<file path="config.mk">
export PLATFORM = sky130hd
export DESIGN_NAME = keypad_consumer_action_mapper_core_flat
export DESIGN_NICKNAME = d
export VERILOG_FILES = /design/src/rtl/kcam_pkg.sv /design/src/rtl/kcam_ifs.sv /design/src/rtl/kcam_regs.sv /design/src/rtl/kcam_dp.sv /design/src/rtl/kcam_ctrl.sv /design/src/rtl/keypad_consumer_action_mapper_core.sv /design/src/flat_wrapper.sv
export VERILOG_INCLUDE_DIRS = /design/src /design/src/rtl
export SDC_FILE = /design/constraint.sdc
export NUM_CORES = 1
export LEC_CHECK = 0
export BUFFER_PORTS_ARGS = -buffer_cell sky130_fd_sc_hd__buf_2
export CORE_ASPECT_RATIO = 0.7
export CORE_UTILIZATION = 57
export DETAILED_ROUTE_END_ITERATION = 12
export GPL_TIMING_DRIVEN = 0
export PLACE_DENSITY = 0.88
export SETUP_SLACK_MARGIN = 0.05
export SLEW_MARGIN = 20
export SYNTH_ARGS = -nofsm -noshare
export SYNTH_HDL_FRONTEND = slang
export SYNTH_SLANG_ARGS = --single-unit
export TNS_END_PERCENT = 1
</file>
<file path="constraint.sdc">
create_clock -name i_clk -period 4.6 [get_ports i_clk]
set_input_delay 0.23 -clock i_clk [delete_from_list [all_inputs] [get_ports i_clk]]
set_output_delay 0.23 -clock i_clk [all_outputs]
set_load 0.01 [all_outputs]
</file>
<file path="src/rtl/keypad_consumer_action_mapper_core_macros.svh">
// Assertion macros shared by the keypad action mapper RTL.
`ifndef KEYPAD_CONSUMER_ACTION_MAPPER_CORE_MACROS_SVH
`define KEYPAD_CONSUMER_ACTION_MAPPER_CORE_MACROS_SVH

// Same-cycle implication, disabled while reset is low.
`define KCAM_ASSERT_NOW(lbl, clk, rst_n, ante, cons, msg) \
    lbl: assert property (@(posedge clk) disable iff (!(rst_n)) (ante) |-> (cons)) \
        else $error(msg);

// Next-cycle implication, disabled while reset is low.
`define KCAM_ASSERT_NEXT(lbl, clk, rst_n, ante, cons, msg) \
    lbl: assert property (@(posedge clk) disable iff (!(rst_n)) (ante) |=> (cons)) \
        else $error(msg);

`endif

</file>
<file path="src/rtl/kcam_pkg.sv">
// Types, constants and helpers shared by the keypad action mapper.
package kcam_pkg;

    localparam int CODE_W    = 16;
    localparam int KEY_W     = 8;
    localparam int KEY_IDX_W = 3;
    localparam int ROT_W     = 6;
    localparam int MAG_W     = 6;
    localparam int CFG_DW    = 64;
    localparam int ADDR_W    = 6;

    // Register index, taken from paddr[5:3].
    typedef enum logic [2:0] {
        REG_KEY_LO  = 3'd0,
        REG_KEY_HI  = 3'd1,
        REG_NONE    = 3'd2,
        REG_VOL_UP  = 3'd3,
        REG_VOL_DN  = 3'd4,
        REG_MUTE    = 3'd5
    } t_reg_idx;

    // Source of the result issued this cycle.
    typedef enum logic [1:0] {
        SRC_KEY  = 2'd0,
        SRC_STEP = 2'd1,
        SRC_MUTE = 2'd2
    } t_src;

    typedef struct packed {
        logic [CFG_DW-1:0] key_lo;
        logic [CFG_DW-1:0] key_hi;
        logic [CODE_W-1:0] none_code;
        logic [CODE_W-1:0] vol_up;
        logic [CODE_W-1:0] vol_dn;
        logic [CODE_W-1:0] mute;
    } t_cfg;

    typedef struct packed {
        logic load;
        logic fire;
        t_src src;
    } t_cmd;

    typedef struct packed {
        logic has_key;
        logic has_step;
        logic has_mute;
        logic out_free;
    } t_sts;

    // Action code of key k from the two packed tables.
    function automatic logic [CODE_W-1:0] key_code(input logic [CFG_DW-1:0] lo,
                                                   input logic [CFG_DW-1:0] hi,
                                                   input logic [KEY_IDX_W-1:0] k);
        logic [2*CFG_DW-1:0] tbl;
        tbl = {hi, lo};
        return tbl[{k, 4'b0000} +: CODE_W];
    endfunction

endpackage

</file>
<file path="src/rtl/kcam_ifs.sv">
// Valid/ready channel interfaces: keypad report in, action item out.
interface kcam_in_if;
    logic                           valid;
    logic                           ready;
    logic [kcam_pkg::KEY_W-1:0]     key_bits;
    logic signed [kcam_pkg::ROT_W-1:0] rotation;
    logic                           button_level;

    modport source (output valid, key_bits, rotation, button_level, input ready);
    modport sink   (input valid, key_bits, rotation, button_level, output ready);
endinterface

interface kcam_out_if;
    logic                           valid;
    logic                           ready;
    logic [kcam_pkg::CODE_W-1:0]    action_code;
    logic                           final_res;

    modport source (output valid, action_code, final_res, input ready);
    modport sink   (input valid, action_code, final_res, output ready);
endinterface

</file>
<file path="src/rtl/kcam_regs.sv">
// APB configuration register file of the keypad action mapper.
module kcam_regs (
    input  logic                          i_clk,
    input  logic                          i_rst_n,
    input  logic                          psel,
    input  logic                          penable,
    input  logic                          pwrite,
    input  logic [kcam_pkg::ADDR_W-1:0]   paddr,
    input  logic [kcam_pkg::CFG_DW-1:0]   pwdata,
    output logic [kcam_pkg::CFG_DW-1:0]   prdata,
    output logic                          pready,
    output kcam_pkg::t_cfg                o_cfg
);
    import kcam_pkg::*;

    t_cfg     r_cfg;
    t_cfg     n_cfg;
    t_reg_idx idx;
    logic     wr_en;

    assign idx    = t_reg_idx'(paddr[ADDR_W-1:3]);
    assign wr_en  = psel && penable && pwrite;
    assign pready = 1'b1;
    assign o_cfg  = r_cfg;

    always_comb begin
        n_cfg = r_cfg;
        if (wr_en) begin
            unique case (idx)
                REG_KEY_LO: n_cfg.key_lo    = pwdata;
                REG_KEY_HI: n_cfg.key_hi    = pwdata;
                REG_NONE:   n_cfg.none_code = pwdata[CODE_W-1:0];
                REG_VOL_UP: n_cfg.vol_up    = pwdata[CODE_W-1:0];
                REG_VOL_DN: n_cfg.vol_dn    = pwdata[CODE_W-1:0];
                REG_MUTE:   n_cfg.mute      = pwdata[CODE_W-1:0];
                default:    n_cfg = r_cfg;
            endcase
        end
    end

    always_comb begin
        unique case (idx)
            REG_KEY_LO: prdata = r_cfg.key_lo;
            REG_KEY_HI: prdata = r_cfg.key_hi;
            REG_NONE:   prdata = CFG_DW'(r_cfg.none_code);
            REG_VOL_UP: prdata = CFG_DW'(r_cfg.vol_up);
            REG_VOL_DN: prdata = CFG_DW'(r_cfg.vol_dn);
            REG_MUTE:   prdata = CFG_DW'(r_cfg.mute);
            default:    prdata = '0;
        endcase
    end

    always_ff @(posedge i_clk) begin
        if (!i_rst_n) begin
            r_cfg <= '0;
        end else begin
            r_cfg <= n_cfg;
        end
    end

endmodule

</file>
<file path="src/rtl/kcam_dp.sv">
// Datapath: report capture, pending work registers, result select, output register.
`include "keypad_consumer_action_mapper_core_macros.svh"
module kcam_dp #(
    parameter int KEYS = 8
) (
    input  logic                          i_clk,
    input  logic                          i_rst_n,
    input  kcam_pkg::t_cmd                i_cmd,
    output kcam_pkg::t_sts                o_sts,
    input  kcam_pkg::t_cfg                i_cfg,
    input  logic [kcam_pkg::KEY_W-1:0]    i_key_bits,
    input  logic [kcam_pkg::ROT_W-1:0]    i_rotation,
    input  logic                          i_button_level,
    output logic                          o_out_valid,
    input  logic                          i_out_ready,
    output logic [kcam_pkg::CODE_W-1:0]   o_action_code,
    output logic                          o_final_res
);
    import kcam_pkg::*;

    logic [KEYS-1:0]      r_prior_keys;
    logic                 r_prior_btn;
    logic [KEYS-1:0]      r_emit;
    logic [MAG_W-1:0]     r_steps;
    logic                 r_vdown;
    logic                 r_mute;
    logic                 r_out_valid;
    logic [CODE_W-1:0]    r_code;
    logic                 r_final;

    logic [KEYS-1:0]      keys;
    logic [KEYS-1:0]      live;
    logic [KEYS-1:0]      rem;
    logic [KEY_IDX_W-1:0] idx;
    logic [MAG_W-1:0]     mag;
    logic [CODE_W-1:0]    n_code;
    logic                 n_final;

    assign keys = i_key_bits[KEYS-1:0];
    // two's complement magnitude; -32 comes out as 6'b100000
    assign mag  = i_rotation[ROT_W-1] ? MAG_W'(~i_rotation + 1'b1) : MAG_W'(i_rotation);
    assign rem  = r_emit & (r_emit - KEYS'(1));

    // keys that map to a real action
    always_comb begin
        for (int k = 0; k < KEYS; k++) begin
            live[k] = key_code(i_cfg.key_lo, i_cfg.key_hi, KEY_IDX_W'(k)) != i_cfg.none_code;
        end
    end

    // lowest pending key
    always_comb begin
        idx = '0;
        for (int k = KEYS - 1; k >= 0; k--) begin
            if (r_emit[k]) begin
                idx = KEY_IDX_W'(k);
            end
        end
    end

    always_comb begin
        case (i_cmd.src)
            SRC_KEY: begin
                n_code  = key_code(i_cfg.key_lo, i_cfg.key_hi, idx);
                n_final = (rem == '0) && (r_steps == '0) && !r_mute;
            end
            SRC_STEP: begin
                n_code  = r_vdown ? i_cfg.vol_dn : i_cfg.vol_up;
                n_final = (r_steps == MAG_W'(1)) && !r_mute;
            end
            default: begin
                n_code  = i_cfg.mute;
                n_final = 1'b1;
            end
        endcase
    end

    always_ff @(posedge i_clk) begin
        if (!i_rst_n) begin
            r_prior_keys <= '0;
            r_prior_btn  <= 1'b0;
            r_emit       <= '0;
            r_steps      <= '0;
            r_vdown      <= 1'b0;
            r_mute       <= 1'b0;
        end else if (i_cmd.load) begin
            r_emit       <= keys & ~r_prior_keys & live;
            r_steps      <= mag;
            r_vdown      <= i_rotation[ROT_W-1];
            r_mute       <= i_button_level & ~r_prior_btn;
            r_prior_keys <= keys;
            r_prior_btn  <= i_button_level;
        end else if (i_cmd.fire) begin
            case (i_cmd.src)
                SRC_KEY:  r_emit  <= rem;
                SRC_STEP: r_steps <= r_steps - MAG_W'(1);
                default:  r_mute  <= 1'b0;
            endcase
        end
    end

    always_ff @(posedge i_clk) begin
        if (!i_rst_n) begin
            r_out_valid <= 1'b0;
        end else if (i_cmd.fire) begin
            r_out_valid <= 1'b1;
        end else if (i_out_ready) begin
            r_out_valid <= 1'b0;
        end
    end

    always_ff @(posedge i_clk) begin
        if (i_cmd.fire) begin
            r_code  <= n_code;
            r_final <= n_final;
        end
    end

    assign o_sts.has_key  = |r_emit;
    assign o_sts.has_step = |r_steps;
    assign o_sts.has_mute = r_mute;
    assign o_sts.out_free = !r_out_valid || i_out_ready;

    assign o_out_valid   = r_out_valid;
    assign o_action_code = r_code;
    assign o_final_res   = r_final;

    `KCAM_ASSERT_NOW(a_fire_slot_free, i_clk, i_rst_n, i_cmd.fire,
        !r_out_valid || i_out_ready, "result issued over an unread one")
    `KCAM_ASSERT_NEXT(a_prior_keys, i_clk, i_rst_n, i_cmd.load,
        r_prior_keys == $past(keys), "prior key bits not captured")
    `KCAM_ASSERT_NEXT(a_final_drains, i_clk, i_rst_n, i_cmd.fire && n_final,
        (r_emit == '0) && (r_steps == '0) && !r_mute, "work left after final item")

endmodule

</file>
<file path="src/rtl/kcam_ctrl.sv">
// Controller: accepts one report, then issues its results one per cycle while the output register is free.
`include "keypad_consumer_action_mapper_core_macros.svh"
module kcam_ctrl (
    input  logic           i_clk,
    input  logic           i_rst_n,
    input  logic           i_in_valid,
    output logic           o_in_ready,
    input  kcam_pkg::t_sts i_sts,
    output kcam_pkg::t_cmd o_cmd
);
    import kcam_pkg::*;

    typedef enum logic [1:0] {
        S_IDLE = 2'b01,
        S_RUN  = 2'b10
    } t_state;

    t_state r_state;
    t_state n_state;
    logic   pending;

    assign pending = i_sts.has_key || i_sts.has_step || i_sts.has_mute;

    always_comb begin
        n_state    = r_state;
        o_in_ready = 1'b0;
        o_cmd      = '{load: 1'b0, fire: 1'b0, src: SRC_KEY};
        unique case (r_state)
            S_IDLE: begin
                o_in_ready = 1'b1;
                if (i_in_valid) begin
                    o_cmd.load = 1'b1;
                    n_state    = S_RUN;
                end
            end
            S_RUN: begin
                if (!pending) begin
                    n_state = S_IDLE;
                end else begin
                    o_cmd.fire = i_sts.out_free;
                    if (i_sts.has_key) begin
                        o_cmd.src = SRC_KEY;
                    end else if (i_sts.has_step) begin
                        o_cmd.src = SRC_STEP;
                    end else begin
                        o_cmd.src = SRC_MUTE;
                    end
                end
            end
            default: n_state = S_IDLE;
        endcase
    end

    always_ff @(posedge i_clk) begin
        if (!i_rst_n) begin
            r_state <= S_IDLE;
        end else begin
            r_state <= n_state;
        end
    end

    `KCAM_ASSERT_NOW(a_load_when_drained, i_clk, i_rst_n, o_cmd.load,
        !pending, "report taken while results still pending")

endmodule

</file>
<file path="src/rtl/keypad_consumer_action_mapper_core.sv">
// Top level of the keypad consumer action mapper.
//
//  channel  dir  handshake          payload
//  -------  ---  -----------------  ----------------------------------------
//  i_rep    in   valid/ready        key_bits[7:0], rotation[5:0] s, button_level
//  o_act    out  valid/ready        action_code[15:0], final_res
//  cfg      in   APB psel/penable   paddr[5:0] (8*index), pwdata/prdata 64b
//
// A report is taken, then its results leave at one per cycle while the
// output is not stalled, through a single output register: at most 8 keys,
// 32 encoder steps and a mute per report. The output register sets the pace.
// Output stalls hold the issue loop; the next report is taken once the
// previous one has issued its last item, even while that item waits.
// Reset (synchronous, active low) clears registers, prior keys and button.
module keypad_consumer_action_mapper_core #(
    parameter int KEYS = 8
) (
    input  logic                         i_clk,
    input  logic                         i_rst_n,
    kcam_in_if.sink                      i_rep,
    kcam_out_if.source                   o_act,
    input  logic                         psel,
    input  logic                         penable,
    input  logic                         pwrite,
    input  logic [kcam_pkg::ADDR_W-1:0]  paddr,
    input  logic [kcam_pkg::CFG_DW-1:0]  pwdata,
    output logic [kcam_pkg::CFG_DW-1:0]  prdata,
    output logic                         pready
);
    import kcam_pkg::*;

    t_cfg cfg;
    t_cmd cmd;
    t_sts sts;
    logic in_ready;
    logic out_valid;
    logic [CODE_W-1:0] out_code;
    logic out_final;

    kcam_regs u_regs (
        .i_clk   (i_clk),
        .i_rst_n (i_rst_n),
        .psel    (psel),
        .penable (penable),
        .pwrite  (pwrite),
        .paddr   (paddr),
        .pwdata  (pwdata),
        .prdata  (prdata),
        .pready  (pready),
        .o_cfg   (cfg)
    );

    // sequencer: idle / issuing
    kcam_ctrl u_ctrl (
        .i_clk      (i_clk),
        .i_rst_n    (i_rst_n),
        .i_in_valid (i_rep.valid),
        .o_in_ready (in_ready),
        .i_sts      (sts),
        .o_cmd      (cmd)
    );

    // edge detect, pending key mask, step count, output register
    kcam_dp #(
        .KEYS (KEYS)
    ) u_dp (
        .i_clk          (i_clk),
        .i_rst_n        (i_rst_n),
        .i_cmd          (cmd),
        .o_sts          (sts),
        .i_cfg          (cfg),
        .i_key_bits     (i_rep.key_bits),
        .i_rotation     (i_rep.rotation),
        .i_button_level (i_rep.button_level),
        .o_out_valid    (out_valid),
        .i_out_ready    (o_act.ready),
        .o_action_code  (out_code),
        .o_final_res    (out_final)
    );

    assign i_rep.ready       = in_ready;
    assign o_act.valid       = out_valid;
    assign o_act.action_code = out_code;
    assign o_act.final_res   = out_final;

endmodule

</file>
<file path="src/flat_wrapper.sv">
// flat-port wrapper written by rule: the top's interface ports become plain ports
module keypad_consumer_action_mapper_core_flat import kcam_pkg::*;
#(
    parameter int KEYS = 8
)
  (i_clk, i_rst_n, psel, penable, pwrite, paddr, pwdata, prdata, pready, i_rep_valid, i_rep_key_bits, i_rep_rotation, i_rep_button_level, i_rep_ready, o_act_valid, o_act_action_code, o_act_final_res, o_act_ready);
  kcam_in_if i_rep_i ();
  kcam_out_if o_act_i ();
  input  logic i_clk;
  input  logic i_rst_n;
  input  logic psel;
  input  logic penable;
  input  logic pwrite;
  input  logic [kcam_pkg::ADDR_W-1:0] paddr;
  input  logic [kcam_pkg::CFG_DW-1:0] pwdata;
  output logic [kcam_pkg::CFG_DW-1:0] prdata;
  output logic pready;
  input wire logic [$bits(i_rep_i.valid)-1:0] i_rep_valid;
  input wire logic [$bits(i_rep_i.key_bits)-1:0] i_rep_key_bits;
  input wire logic [$bits(i_rep_i.rotation)-1:0] i_rep_rotation;
  input wire logic [$bits(i_rep_i.button_level)-1:0] i_rep_button_level;
  output wire logic [$bits(i_rep_i.ready)-1:0] i_rep_ready;
  output wire logic [$bits(o_act_i.valid)-1:0] o_act_valid;
  output wire logic [$bits(o_act_i.action_code)-1:0] o_act_action_code;
  output wire logic [$bits(o_act_i.final_res)-1:0] o_act_final_res;
  input wire logic [$bits(o_act_i.ready)-1:0] o_act_ready;
  assign i_rep_i.valid = i_rep_valid;
  assign i_rep_i.key_bits = i_rep_key_bits;
  assign i_rep_i.rotation = i_rep_rotation;
  assign i_rep_i.button_level = i_rep_button_level;
  assign i_rep_ready = i_rep_i.ready;
  assign o_act_valid = o_act_i.valid;
  assign o_act_action_code = o_act_i.action_code;
  assign o_act_final_res = o_act_i.final_res;
  assign o_act_i.ready = o_act_ready;
  keypad_consumer_action_mapper_core #(.KEYS(KEYS)) u_core (.i_clk(i_clk), .i_rst_n(i_rst_n), .i_rep(i_rep_i), .o_act(o_act_i), .psel(psel), .penable(penable), .pwrite(pwrite), .paddr(paddr), .pwdata(pwdata), .prdata(prdata), .pready(pready));
endmodule
</file>
* Word level (Yosys, flattened, before mapping)
Index checks and enable logic that the tools add are counted. Widths: inputs -> output; s select.
Word-level totals: flip-flop bits (word level) 237, logic and storage cells 112, input port bits 92, output and inout bits 84
Operators by class: $add $sub $neg 3, shifts and indexed selects 1, muxes and demuxes 34, bitwise operators 7, reduce and logical (&&, ||, !) cells 31, equality and inequality tests 20
Operator list (number):
- $pmux 64 s6 | 1
- $ne 16x16->1 | 8
- $shiftx 128x8->16 | 1
- $pmux 16 s2 | 1
- $mux 3 | 10
- $and 8x8->8 | 3
- $mux 6 | 4
- $mux 8 | 3
- $reduce_and 2->1 | 10
- $mux 16 | 1
- $logic_not 8->1 | 1
- $mux 1 | 8
- $mux 2 | 4
- $not 8->8 | 1
- $reduce_bool 2->1 | 4
- $reduce_or 8->1 | 1
- $sub 8x1->8 const B | 1
- $add 6x1->6 const B | 1
- $eq 3x2->1 const B | 2
- $eq 3x3->1 const B | 2
- $eq 6x1->1 const B | 1
- $logic_not 6->1 | 1
- $not 6->6 | 1
- $reduce_or 6->1 | 1
- 16 further kinds | 25

* Longest topological paths before layout
Gate-level depths: netlist of run 1.
depth after elaboration 10, gate-level depth with buffers 8, mapped depth without buffers 7

* By module
A second synthesis of run 1 with hierarchy kept.
Second synthesis, totals: cell total of the unflattened synthesis 1484, area, all modules 13501.7 µm²
By module, submodules not included:
- kcam_regs | instances 1, seq. area each 3843.7 µm², area an instance 8460.6 µm², cells each 856
- kcam_dp | instances 1, seq. area each 1031.0 µm², area an instance 4917.2 µm², cells each 616
- kcam_ctrl | instances 1, seq. area each 40.0 µm², area an instance 123.9 µm², cells each 12

* Worst setup path before layout of run 1
No wires, ideal clock.
path kind register -> register, start point register u_core.u_dp.r_emit[3], end point register u_core.u_dp.r_code[0] (netlist: u_core.u_dp.o_action_code[0]), enable pin, setup time 0.391 ns, required time 4.209 ns, setup slack 2.146 ns, data arrival time 2.064 ns, clock period less this slack 2.454 ns, buffers on the path 3, stages on the path, launching flop included 7, cells stage by stage dfxtp_1 > clkbuf_1 > or4_4 > buf_6 > clkbuf_1 > o31ai_1 > nor2_1
RTL lines:
- start, declared | line kcam_dp.sv:23 | logic [KEYS-1:0] r_emit;
- start signal, assigned | line kcam_dp.sv:87 | r_emit <= keys & ~r_prior_keys & live;
- start signal, assigned | line kcam_dp.sv:95 | SRC_KEY: r_emit <= rem;
- end signal, assigned | line kcam_dp.sv:114 | r_code <= n_code;
- end, declared | line kcam_dp.sv:28 | logic [CODE_W-1:0] r_code;

* Final worst setup path of run 1
start point register u_core.u_dp.r_emit[6], end point register u_core.u_dp.r_code[3] (netlist: u_core.u_dp.o_action_code[3]) (data pin)
Between the ends: word-level cells in the longest chain between the ends 9, elaborated cells between the ends (all ways) 17, those cells by class eq/ne: 1; shift: 1; mux: 11; reduce/logical: 4
Ends and longest elaborated chain:
- $mux 3 (7 in a row) | line kcam_dp.sv:55 | if (r_emit[k]) begin
- $shiftx 128x8->16 | line kcam_pkg.sv:57 | return tbl[{k, 4'b0000} +: CODE_W];
- $pmux 16 s2 (*) | line kcam_dp.sv:62 | case (i_cmd.src)
- named net u_core.u_dp.n_code[3] | line kcam_dp.sv:36 | logic [CODE_W-1:0] n_code;
The timed path passes the listed nets; every way through them passes the cells marked *. A chain may end at the register's enable or synchronous reset.

==> results of run 1 <==
[power breakdown]
group,switching [W],internal (W),total (W)
clock network,0.000855,0.00108,0.00193
registers,0.0000318,0.00211,0.00214
logic,0.000392,0.000218,0.000609
total,0.00128,0.00341,0.00468
[routing by layer]
layer	part of all wire [%]	wire, um
met1	39	20900
met4	4.7	2500
met2	40	21400
met5	0	0
met3	16	8830
[metrics by stage]
step,instances,util [%],power [W]
after CTS,2107,70.0,0.00463
after detailed placement,2008,63.9,0.00272
after global routing,2107,70.0,0.00478
after floorplan,1554,-,0.00250
final,2107,70.0,0.00468
after global placement,2007,63.8,0.00271
[worst max-delay path, delay by kind of cell (launching register included)]
family / cells / cell delay, ns
multiplexers: 1 / 0.42
AND/OR/NAND/NOR: 2 / 0.31
flip-flops: 1 / 0.53
buffers and inverters: 2 / 0.68
AO/OA/AOI/OAI: 2 / 0.79
[cell usage in the layout, fill, tap and decap left out, drive strengths merged, types with 5 or more instances in the layout]
| cell type | n |
|---|---|
| nand2 | 429 |
| dfxtp | 220 |
| a21oi | 218 |
| buf | 190 |
| clkbuf | 141 |
| xor2 | 133 |
| dlygate4sd3 | 57 |
| a22oi | 49 |
| a22o | 48 |
| nand3 | 38 |
| nor4 | 35 |
| nand4 | 25 |
| o21ai | 21 |
| mux2 | 17 |
| edfxtp | 17 |
| mux2i | 16 |
| nor2 | 16 |
| mux4 | 15 |
| o211a | 15 |
| o2bb2ai | 15 |
| a211o | 15 |
| inv | 10 |
| nand4b | 9 |
| and2 | 9 |
| clkinv | 7 |
| nor2b | 6 |
| nor3 | 5 |
| nor3b | 5 |
[what timing repair did]
action	in CTS	in global routing
endpoints found under the hold margin	103	0
hold buffers	57	0
setup buffers	0	0
gates resized for setup	0	0
[synth_stat cells (all sizes together) (7+ instances only)]
| library cell | n |
|---|---|
| a211o | 15 |
| o2bb2ai | 15 |
| and2 | 9 |
| inv | 7 |
| o211a | 15 |
| nand3 | 38 |
| a21oi | 218 |
| mux2 | 17 |
| dfxtp | 220 |
| a22o | 48 |
| nor2 | 16 |
| mux2i | 16 |
| nand4 | 25 |
| mux4 | 15 |
| nand2 | 429 |
| a22oi | 49 |
| nand4b | 9 |
| edfxtp | 17 |
| nor4 | 35 |
| xor2 | 133 |
| clkbuf | 110 |
| o21ai | 21 |
| buf | 18 |
[worst max path at each step]
stage                                              end
5_1_grt         u_core.u_dp.o_action_code[3]$_DFFE_PP_
6_report        u_core.u_dp.o_action_code[3]$_DFFE_PP_
4_1_cts         u_core.u_dp.o_action_code[3]$_DFFE_PP_
2_1_floorplan   u_core.u_dp.o_action_code[0]$_DFFE_PP_
3_3_place_gp   u_core.u_dp.o_action_code[13]$_DFFE_PP_
3_5_place_dp    u_core.u_dp.o_action_code[3]$_DFFE_PP_
[flip-flops by register name, indices dropped and copies added, names as in the netlist]
name / cells
u_core.u_ctrl.r_state: 2
u_core.u_dp.r_vdown: 1
u_core.u_regs.o_cfg: 192
u_core.u_dp.r_mute: 1
u_core.u_dp.o_action_code: 16
u_core.u_dp.r_steps: 6
u_core.u_dp.r_prior_btn: 1
u_core.u_dp.o_final_res: 1
u_core.u_dp.r_prior_keys: 8
u_core.u_dp.r_emit: 8
u_core.u_dp.o_out_valid: 1
[final cells by class]
type | instances | area [sq um]
multi-input cells | 1182 | 7200
fillers | 1748 | 6510
flip-flops and latches | 237 | 4910
repair buffers | 229 | 1440
clock buffers | 31 | 666
plain buffers | 128 | 538
well taps | 282 | 353
clock inverters | 11 | 91.3
inverters | 7 | 26.3
[cell families (layout without fill, tap and decap cells)]
logic type	Yosys count	after routing
and+or+nand+nor	587	587
muxes	48	48
buffers and inverters	135	406
other	1	1
xor gates and xnor gates	136	136
DFF	237	237
AOI/OAI and AO/OA	405	405
adders and majority gates	5	5
==> summary.txt, run 1 <==
Run status
  – Status: finished clean

Worst setup path
  – Crit-path max FO: 10
  – FF-to-FF path depth: 7
  – Critical Path Source: u_core.u_dp.r_emit[6]$_SDFFE_PN0P_
  – Cell Chain, Critical Path: nor2b_1, o21ai_2, and2_0, clkbuf_1, clkbuf_1, mux4_2, a211o_1
  – CP endpoint kind: flip-flop
  – CP arrival: 3.26 ns
  – Req. time, crit path: 4.85 ns
  – R2R setup slack: 1.59 ns
  – CP max-delay cell: dfxtp_1
  – Crit path top cell by count: clkbuf_1
  – FF-to-FF End: u_core.u_dp.o_action_code[3]$_DFFE_PP_
  – CP Class: flip-flop to flip-flop
  – CP peak stage delay: 0.53 ns
  – Crit path launch type: flip-flop
  – Worst r2r src: u_core.u_dp.r_emit[6]$_SDFFE_PN0P_

Final layout
  – Net count, final: 1,904
  – Share of layout cells above drive strength 1: 14.9%
  – Finished layout cell area: 0.0152 sq mm
  – Area Growth Syn to Fin: 20.2%
  – Antenna diodes: 0

Yosys
  – Synth Area in Adders: 0.474%
  – Yosys warns: 0
  – Syn nets: 1,650
  – Mean Syn Cell Area: 8.15 sq um
  – Ranking of synthesized cells by area: dfxtp_1 35%, nand2_1 13%, xor2_1 9.2%, a21oi_1 8.6%, edfxtp_1 4.0%
  – Synth Area in Compound Gates: 20.6%
  – Top_reg_cell synth: dfxtp_1
  – Mux contribution to synthesized area: 5.44%
  – Cell taking the most area after synthesis: dfxtp_1
  – Post-synth EDFFs: 17
  – Sequential-to-total area share from yosys stat: 38.8%
  – Synthesized flop and latch total: 237
  – Synth async-reset ratio: 0%
  – Simple-gate portion of the synthesized area: 20.7%
  – Yosys top cell area share: 34.8%
  – XOR/XNOR share of the synthesized area: 9.41%
  – Mapped Cells: 1,554
  – Unique cell type count in the Yosys netlist: 62
  – Mapped Area: 0.0127 sq mm
  – Main combinational cell family by area after synthesis: simple AND/OR/NAND/NOR gates

Timing
  – Clock skew: 0.00903 ns
  – Hold WS: 0.00636 ns
  – Relative slew slack: 21.1%
  – Min Clock Period, post-route: 3.01 ns
  – Slew Limit Fails: 0
  – Tcrit/Tclk final: 65.4%
  – Setup TNS: 0 ns
  – Final setup violation count: 0
  – Max Clk Rate: 0.333 GHz
  – RSZ-0062 raised after global routing: no
  – Worst Tran Pin Value: 1.18 ns
  – Final Hold Violating Endpoints: 0
  – Worst setup margin: 1.59 ns

Route
  – Via Count: 14.0k
  – Final WL: 53.6 mm
  – Initial DRC count: 2,010
  – Routed wire per std cell: 25.5 um
  – Detail Route Antenna Nets: 0
  – Routed vias/inst: 6.63
  – 1st-pass router iterations: 8
  – Drt drc: 0

Global routing
  – Number of global-route vias before repair: 12.8k
  – GR peak layer: met2
  – Antenna violations before repair: 0
  – Total global routing overflow: 0
  – Met2 GRT Util: 66.1%
  – M3 GR Usage: 14.0%
  – First-pass GRT wire length: 78.5 mm
  – Largest net degree at the start of global routing: 16
  – Total GRT Usage: 46.0%
  – Met1 usage: 64.7%

CTS
  – Clock Path Buffers: 3
  – Clock latency on the worst-skew pair: 0.53 ns
  – CTS H-tree lvls: 1
  – CTS buffer count: 23
  – Clk slew on worst S/H paths: 0.07 ns
  – # clock sinks: 237
  – CTS tree: done
  – Clock root cell: clkbuf_16

Floorplanning
  – # rows: 45
  – DIE WIDTH: 180 um
  – Core Box Area: 0.0217 sq mm
  – Io pins: 176
  – Die Area: 0.0228 sq mm
  – Die H: 127 um
  – Initial core utilization: 58.3%

Run
  – Max Cap Viol: 0

Place
  – PortBufs: 171
  – Pre-CTS WS: 1.68 ns
  – DP HPWL: 38.6 mm
  – Placer Congestion: 1.03
  – Placement Cell Area: 0.0139 sq mm

Power
  – Power per cell area: 308 mW/mm^2
  – Max VDD drop: 0.000241 V
  – Leak: 6.55 nW

Worst hold path
  – Worst hold start: pwdata[4]
  – Hold EP: u_core.u_regs.o_cfg[36]$_SDFFE_PN0P_
  – Hold crit path type: input port to flip-flop
  – Worst Hold Depth: 3
No activity file was read; power rests on OpenSTA's default activity.
==> run 2, diff against run 1 <==
--- a/config.mk
+++ b/config.mk
@@ -8,10 +8,10 @@
 export LEC_CHECK = 0
 export BUFFER_PORTS_ARGS = -buffer_cell sky130_fd_sc_hd__buf_2
 export CORE_ASPECT_RATIO = 0.7
-export CORE_UTILIZATION = 57
+export CORE_UTILIZATION = 53
 export DETAILED_ROUTE_END_ITERATION = 12
 export GPL_TIMING_DRIVEN = 0
-export PLACE_DENSITY = 0.88
+export PLACE_DENSITY = 0.86
 export SETUP_SLACK_MARGIN = 0.05
 export SLEW_MARGIN = 20
 export SYNTH_ARGS = -nofsm -noshare
==> constraint.sdc (replaced) <==
create_clock -name i_clk -period 2.55 [get_ports i_clk]
set_input_delay 0.1275 -clock i_clk [delete_from_list [all_inputs] [get_ports i_clk]]
set_output_delay 0.1275 -clock i_clk [all_outputs]
set_load 0.01 [all_outputs]
==> run 2 against run 1 <==
The run now ends with negative setup slack left. First-iteration DRC count increased by 4.2%. Core utilization shrank 0.81 points. Sequential share of layout area shrank 1.4 points. Global-route usage decreased by 3.1 points. Fmax grew 14%. Sequential power grew 81%. Clock-buffer cell count unchanged. Critical path depth shrank 1. Clock skew grew 0.014 ns. Via count grew 0.36%. Power up 93%. Combinational power up 97%. Critical path type unchanged. Largest cell class unchanged. Largest power group is now clock.
==> summary.txt, run 2 (synthesis results as in run 1) <==
Route
  – Via Count: 14.0k (about the same)
  – Routed vias/inst: 6.44 (was 6.63)
  – Drt drc: 0 (unchanged)
  – Initial DRC count: 2,095 (was 2,010)
  – Routed wire per std cell: 24.9 um (was 25.5 um)
  – Final WL: 54.3 mm (was 53.6 mm)
  – 1st-pass router iterations: 6 (was 8)
  – Detail Route Antenna Nets: 0 (unchanged)

Global routing
  – Total GRT Usage: 42.9% (was 46.0%)
  – Antenna violations before repair: 4 (was 0)
  – Total global routing overflow: 0 (unchanged)
  – First-pass GRT wire length: 79.8 mm (was 78.5 mm)
  – Number of global-route vias before repair: 13.1k (was 12.8k)
  – Largest net degree at the start of global routing: 17 (was 16)

Worst setup path
  – CP max-delay cell: buf_1 (was dfxtp_1)
  – CP endpoint kind: flip-flop (unchanged)
  – CP arrival: 3.03 ns (was 3.26 ns)
  – CP peak stage delay: 0.76 ns (was 0.53 ns)
  – WP buf/inv: 1 (was 2)
  – CP top delay family: simple AND/OR/NAND/NOR gates (was compound AO/OA/AOI/OAI gates)
  – Crit-path max FO: 10 (unchanged)
  – CP Class: flip-flop to flip-flop (unchanged)
  – Cell Chain, Critical Path: buf_1, xor2_1, nor4_1, nand4_1, nand4b_1, a21oi_1 (was nor2b_1, o21ai_2, and2_0, clkbuf_1, clkbuf_1, mux4_2, a211o_1)
  – Req. time, crit path: 2.94 ns (was 4.85 ns)
  – Crit path launch type: flip-flop (unchanged)

Floorplanning
  – Die Area: 0.0245 sq mm (was 0.0228 sq mm)
  – Initial core utilization: 55.0% (was 58.3%)
  – Die H: 131 um (was 127 um)
  – Io pins: 176 (unchanged)
  – DIE WIDTH: 187 um (was 180 um)
  – # rows: 46 (was 45)
  – Core Box Area: 0.0230 sq mm (was 0.0217 sq mm)

Timing
  – Worst setup margin: -0.0883 ns (was 1.59 ns)
  – Worst Tran Pin Value: 1.16 ns (was 1.18 ns)
  – Tcrit/Tclk final: 103% (was 65.4%)
  – Final Hold Violating Endpoints: 0 (unchanged)
  – RSZ-0062 raised after global routing: yes (was no)
  – Slew Limit Fails: 0 (unchanged)
  – Hold WS: 0.0862 ns (was 0.00636 ns)
  – Clock skew: 0.0231 ns (was 0.00903 ns)
  – Min Clock Period, post-route: 2.64 ns (was 3.01 ns)
  – Max Clk Rate: 0.379 GHz (was 0.333 GHz)
  – Relative slew slack: 22.4% (was 21.1%)
  – Final setup violation count: 5 (was 0)

Worst hold path
  – Hold crit path type: input port to flip-flop (unchanged)

Power
  – Clk network pwr share: 43.8% (was 41.3%)
  – Max VDD drop: 0.000499 V (was 0.000241 V)
  – Power per cell area: 566 mW/mm^2 (was 308 mW/mm^2)
  – Gate power share: 13.3% (was 13.0%)
  – Total Power: 0.00903 W (was 0.00468 W)
  – Leak: 6.85 nW (was 6.55 nW)
  – Seq pwr share: 42.9% (was 45.7%)
  – Net Sw Frac: 26.5% (was 27.3%)
  – Sw power: 0.00239 W (was 0.00128 W)
  – Pint: 0.00664 W (was 0.00341 W)

Final layout
  – Most frequent cells in the layout: 426 x nand2_1, 219 x dfxtp_1, 217 x a21oi_1, 171 x buf_2, 133 x xor2_1 (was 427 x nand2_1, 220 x dfxtp_1, 217 x a21oi_1, 175 x buf_2, 133 x xor2_1)
  – Number of flip-flops in the largest register: 192 (unchanged)
  – Multi-input gate area: 0.00734 sq mm (was 0.00720 sq mm)
  – Finished layout cell area: 0.0159 sq mm (was 0.0152 sq mm)
  – Sequential Area: 0.00492 sq mm (was 0.00491 sq mm)
  – Share of layout cells above drive strength 1: 16.9% (was 14.9%)
  – Antenna diodes: 0 (unchanged)
  – Net count, final: 1,943 (was 1,904)
  – Area Growth Syn to Fin: 25.9% (was 20.2%)
  – Most common cell after layout, fill and taps aside: nand2_1 (unchanged)
  – Post-Layout Cell Count: 2,177 (was 2,107)
  – Fill cells: 1,842 (was 1,748)

Place
  – PortBufs: 171 (unchanged)
  – DP HPWL: 38.6 mm (about the same)
  – Dpl cells: 2,038 (was 2,008)
  – Placer Congestion: 1.03 (about the same)
  – Pre-CTS WS: -0.403 ns (was 1.68 ns)
  – Placement Cell Area: 0.0139 sq mm (about the same)

CTS
  – Clk slew on worst S/H paths: 0.07 ns (about the same)
  – Clock Path Buffers: 3 (unchanged)
  – Clock latency on the worst-skew pair: 0.54 ns (was 0.53 ns)
  – CTS buffer count: 24 (was 23)
  – Clock root cell: clkbuf_16 (unchanged)
  – CTS H-tree lvls: 1 (unchanged)
  – CTS tree: done (unchanged)
  – # clock sinks: 237 (unchanged)

Run status
  – Failing checks: negative setup slack
  – Status: finished with violations (was finished clean)

Run
  – Max Cap Viol: 0 (unchanged)
[run 2: power by group through the flow]
stage,clock network [W],registers (W),logic (W)
2_1_floorplan,0,0.00392,0.000591
3_3_place_gp,0,0.00394,0.000958
3_5_place_dp,0,0.00394,0.000977
4_1_cts,0.00394,0.00386,0.00112
5_1_grt,0.00409,0.00387,0.00125
6_report,0.00395,0.00387,0.00120
[run 2: worst paths after layout]
path,from,endpoint,slack (ns),cells after the start
max,u_core.u_regs.o_cfg[60]$_SDFFE_PN0P_,u_core.u_dp.r_emit[2]$_SDFFE_PN0P_,-0.09,6
min,i_rep_rotation[1],u_core.u_dp.r_steps[1]$_SDFFE_PN0P_,0.09,5
max reg2reg,u_core.u_regs.o_cfg[60]$_SDFFE_PN0P_,u_core.u_dp.r_emit[2]$_SDFFE_PN0P_,-0.09,6
min reg2reg,u_core.u_dp.r_prior_keys[1]$_SDFFE_PN0P_,u_core.u_dp.r_prior_keys[1]$_SDFFE_PN0P_,0.46,2
[run 2: final cells by class]
cell class | instances | area share (%)
Buffer | 124 | 3.52
Clock buffer | 31 | 4.19
Clock inverter | 13 | 1.30
Inverter | 7 | 0.165
Multi-Input combinational cell | 1182 | 46.0
Sequential cell | 237 | 30.8
Tap cell | 312 | 2.45
Timing Repair Buffer | 271 | 11.5
[run 2: metal layers]
metal  vias up  routed length [um]  track usage, %  part of all wire (%)
met5         -                  73               0                  0.13
met4         6                2590            18.1                   4.8
li1       6040                   -               -                     -
met1      6595               21200            59.2                    39
met3       193                8690            14.6                    16
met2      1187               21800            60.6                    40
[run 2: what timing repair did]
action / 4_1_cts / 5_1_grt
setup buffers: 11 / 8
hold endpoints to repair: 217 / 0
pin swaps: 14 / 11
resized for setup: 31 / 21
hold buffers: 80 / 0
endpoints found under the setup margin: 27 / 35
[run 2: through the flow]
| step | setup TNS, ns | util [%] |
|---|---|---|
| 4_1_cts | 0 | 68.8 |
| 3_3_place_gp | -16.22 | 60.4 |
| 5_1_grt | -0.355 | 69.2 |
| 2_1_floorplan | 0 | - |
| 3_5_place_dp | -4.09 | 60.5 |
| 6_report | -0.160 | 69.2 |
[run 2: tightest hold or removal path, stage by stage]
cell	delay [ns]
buf_2	0.11
inv_1	0.06
o21ai_0	0.07
o21ai_0	0.16
a21oi_1	0.04
==> run 3, diff against run 2 <==
--- a/config.mk
+++ b/config.mk
@@ -6,12 +6,12 @@
 export SDC_FILE = /design/constraint.sdc
 export NUM_CORES = 1
 export LEC_CHECK = 0
-export BUFFER_PORTS_ARGS = -buffer_cell sky130_fd_sc_hd__buf_2
 export CORE_ASPECT_RATIO = 0.7
-export CORE_UTILIZATION = 53
+export CORE_UTILIZATION = 57
 export DETAILED_ROUTE_END_ITERATION = 12
+export DONT_BUFFER_PORTS = 1
 export GPL_TIMING_DRIVEN = 0
-export PLACE_DENSITY = 0.86
+export PLACE_DENSITY = 0.84
 export SETUP_SLACK_MARGIN = 0.05
 export SLEW_MARGIN = 20
 export SYNTH_ARGS = -nofsm -noshare
==> run 3 against run 2 <==
Register-to-register slack gained 0.06 ns. Clock skew shrank 0.0016 ns. Largest power group is now registers. Worst hold slack lost 0.056 ns. Critical path depth grew 1. The flow still finishes with violations (negative setup slack). Critical endpoint is now u_core.u_dp.o_action_code[13]$_DFFE_PP_. Non-clock buffer count shrank 160. Final cell count shrank 8.8%. Sequential power is essentially flat. Sequential cell count is the same. Critical path type unchanged. Design area shrank 5.5%.
==> summary.txt, run 3 (synthesis results as in run 1) <==
Run status
  – Status: finished with violations (unchanged)
  – Failing checks: negative setup slack (unchanged)

Worst setup path
  – R2R setup slack: -0.02 ns (was -0.09 ns)
  – Crit path launch type: flip-flop (unchanged)
  – FF-to-FF End: u_core.u_dp.o_action_code[13]$_DFFE_PP_ (was u_core.u_dp.r_emit[2]$_SDFFE_PN0P_)
  – Worst r2r src: u_core.u_dp.r_emit[0]$_SDFFE_PN0P_ (was u_core.u_regs.o_cfg[60]$_SDFFE_PN0P_)
  – CP arrival: 2.84 ns (was 3.03 ns)
  – Critical Path Source: u_core.u_dp.r_emit[0]$_SDFFE_PN0P_ (was u_core.u_regs.o_cfg[60]$_SDFFE_PN0P_)
  – CP endpoint kind: flip-flop (unchanged)
  – Crit-path max FO: 5 (was 10)
  – Critical Path Sink: u_core.u_dp.o_action_code[13]$_DFFE_PP_ (was u_core.u_dp.r_emit[2]$_SDFFE_PN0P_)
  – CP Class: flip-flop to flip-flop (unchanged)
  – Req. time, crit path: 2.81 ns (was 2.94 ns)
  – FF-to-FF path depth: 7 (was 6)

Final layout
  – Layout Utilization: 69.3% (was 69.2%)
  – Most common cell after layout, fill and taps aside: nand2_1 (unchanged)
  – Most frequent cells in the layout: 426 x nand2_1, 217 x a21oi_1, 217 x dfxtp_1, 133 x xor2_1, 102 x clkbuf_1 (was 426 x nand2_1, 219 x dfxtp_1, 217 x a21oi_1, 171 x buf_2, 133 x xor2_1)
  – Net count, final: 1,783 (was 1,943)
  – Finished layout cell area: 0.0151 sq mm (was 0.0159 sq mm)
  – Fill cells: 1,721 (was 1,842)
  – Area Growth Syn to Fin: 18.9% (was 25.9%)
  – Share of layout cells above drive strength 1: 8.75% (was 16.9%)
  – Number of flip-flops in the largest register: 192 (unchanged)
  – Post-Layout Cell Count: 1,986 (was 2,177)

Global routing
  – Largest net degree at the start of global routing: 16 (was 17)
  – Total GRT Usage: 45.0% (was 42.9%)
  – Number of global-route vias before repair: 12.2k (was 13.1k)
  – Total global routing overflow: 0 (unchanged)
  – Antenna violations before repair: 1 (was 4)
  – First-pass GRT wire length: 76.9 mm (was 79.8 mm)

Route
  – Routed wire per std cell: 26.7 um (was 24.9 um)
  – Drt drc: 0 (unchanged)
  – Initial DRC count: 2,117 (was 2,095)
  – Final WL: 53.0 mm (was 54.3 mm)
  – Via Count: 13.5k (was 14.0k)
  – Routed vias/inst: 6.80 (was 6.44)
  – 1st-pass router iterations: 6 (unchanged)
  – Detail Route Antenna Nets: 0 (unchanged)

Timing
  – Worst Tran Pin Value: 1.14 ns (was 1.16 ns)
  – Min Clock Period, post-route: 2.57 ns (was 2.64 ns)
  – Max Clk Rate: 0.388 GHz (was 0.379 GHz)
  – Final setup violation count: 3 (was 5)
  – RSZ-0062 raised after global routing: yes (unchanged)
  – Relative slew slack: 24.1% (was 22.4%)
  – Tcrit/Tclk final: 101% (was 103%)
  – Clock skew: 0.0215 ns (was 0.0231 ns)
  – Setup TNS: -0.0331 ns (was -0.160 ns)
  – Slew Limit Fails: 0 (unchanged)
  – Worst setup margin: -0.0241 ns (was -0.0883 ns)
  – Final Hold Violating Endpoints: 0 (unchanged)

Place
  – PortBufs: 0 (was 171)
  – DP HPWL: 37.4 mm (was 38.6 mm)
  – Placer Congestion: 1.02 (was 1.03)
  – Placement Cell Area: 0.0130 sq mm (was 0.0139 sq mm)
  – Dpl cells: 1,837 (was 2,038)

Floorplanning
  – Die H: 127 um (was 131 um)
  – Die Area: 0.0228 sq mm (was 0.0245 sq mm)
  – Core Box Area: 0.0217 sq mm (was 0.0230 sq mm)
  – Initial core utilization: 58.3% (was 55.0%)
  – DIE WIDTH: 180 um (was 187 um)
  – Io pins: 176 (unchanged)
  – # rows: 45 (was 46)

CTS
  – Clock root cell: clkbuf_16 (unchanged)
  – Clock latency on the worst-skew pair: 0.54 ns (about the same)
  – CTS buffer count: 23 (was 24)
  – # clock sinks: 237 (unchanged)
  – CTS H-tree lvls: 1 (unchanged)
  – CTS tree: done (unchanged)
  – Clk slew on worst S/H paths: 0.07 ns (about the same)
  – Clock Path Buffers: 3 (unchanged)

Power
  – Leak: 6.08 nW (was 6.85 nW)
  – Total Power: 0.00859 W (was 0.00903 W)
  – Power per cell area: 570 mW/mm^2 (was 566 mW/mm^2)
  – Max VDD drop: 0.000747 V (was 0.000499 V)

Run
  – Max Cap Viol: 0 (unchanged)

Worst hold path
  – Hold crit path type: input port to flip-flop (unchanged)
[run 3: cell count changes in the layout (fill, tap and decap cells not counted), sizes merged]
cell	previous run	this run
diode	0	1
bufinv	5	3
nor2	16	17
bufbuf	0	1
buf	211	48
dlygate4sd3	80	82
clkinv	5	8
clkbuf	135	133
clkinvlp	2	0
[run 3: critical path: stages (launching register included)]
cell and delay (ns):
dfxtp_2 0.32, buf_6 0.12, or4_4 0.58, buf_12 0.17, nor2_4 0.18, buf_8 0.17, mux4_2 0.40, a211o_1 0.36
[run 3: layer usage]
metal  share of wire (%)  global-route usage (%)  up-vias
met4                 4.8                    18.5        2
met5                0.11                    2.11        -
met1                  39                    61.9     6411
met3                  17                    17.9      207
li1                    -                       -     5738
met2                  39                    62.2     1152
[run 3: worst min-delay path by stage]
stage	from	to	slack (ns)	cells past startpoint
after floorplan	i_rst_n	u_core.u_dp.r_mute$_SDFFE_PN0P_	0.25	1
after global placement	i_rst_n	u_core.u_dp.r_mute$_SDFFE_PN0P_	0.25	1
after detailed placement	i_rst_n	u_core.u_dp.r_mute$_SDFFE_PN0P_	0.25	1
after CTS	i_rep_rotation[1]	u_core.u_dp.r_steps[1]$_SDFFE_PN0P_	0.008	4
after global routing	i_rep_rotation[1]	u_core.u_dp.r_steps[1]$_SDFFE_PN0P_	0.06	4
final	i_rep_rotation[1]	u_core.u_dp.r_steps[1]$_SDFFE_PN0P_	0.03	4
[run 3: cell type report]
| class | instances | area (sq um) | share of cell area, % |
|---|---|---|---|
| inverters | 7 | 26.3 | 0.174 |
| flip-flops and latches | 237 | 4920 | 32.7 |
| clock buffers | 29 | 618 | 4.10 |
| well taps | 282 | 353 | 2.34 |
| clock inverters | 12 | 141 | 0.939 |
| multi-input cells | 1183 | 7350 | 48.8 |
| plain buffers | 124 | 569 | 3.78 |
| diodes | 1 | 2.50 | 0.0166 |
| repair buffers | 111 | 1080 | 7.20 |
[run 3: power breakdown]
part	switching, W	internal [W]	leakage [nW]
combinational	0.000714	0.000442	3.76
clock	0.00153	0.00203	0.379
sequential	0.0000681	0.00381	1.94
total	0.00231	0.00627	6.08
[run 3: per-stage QoR]
step / setup slack, ns / hold slack, ns
finish: -0.0241 / 0.0301
global route: -0.0309 / 0.0586
CTS: 0.0317 / 0.00833
detailed placement: -0.367 / 0.251
global placement: -0.648 / 0.249
floorplan: 0.0958 / 0.245
[run 3: what timing repair did]
item                                   4_1_cts  5_1_grt
cloned                                       3        0
gates resized for setup                     38       12
setup buffers                               19        7
setup endpoints to repair                   30       22
hold buffers                                82        0
endpoints found under the hold margin      218        0
pin swaps                                   13        8
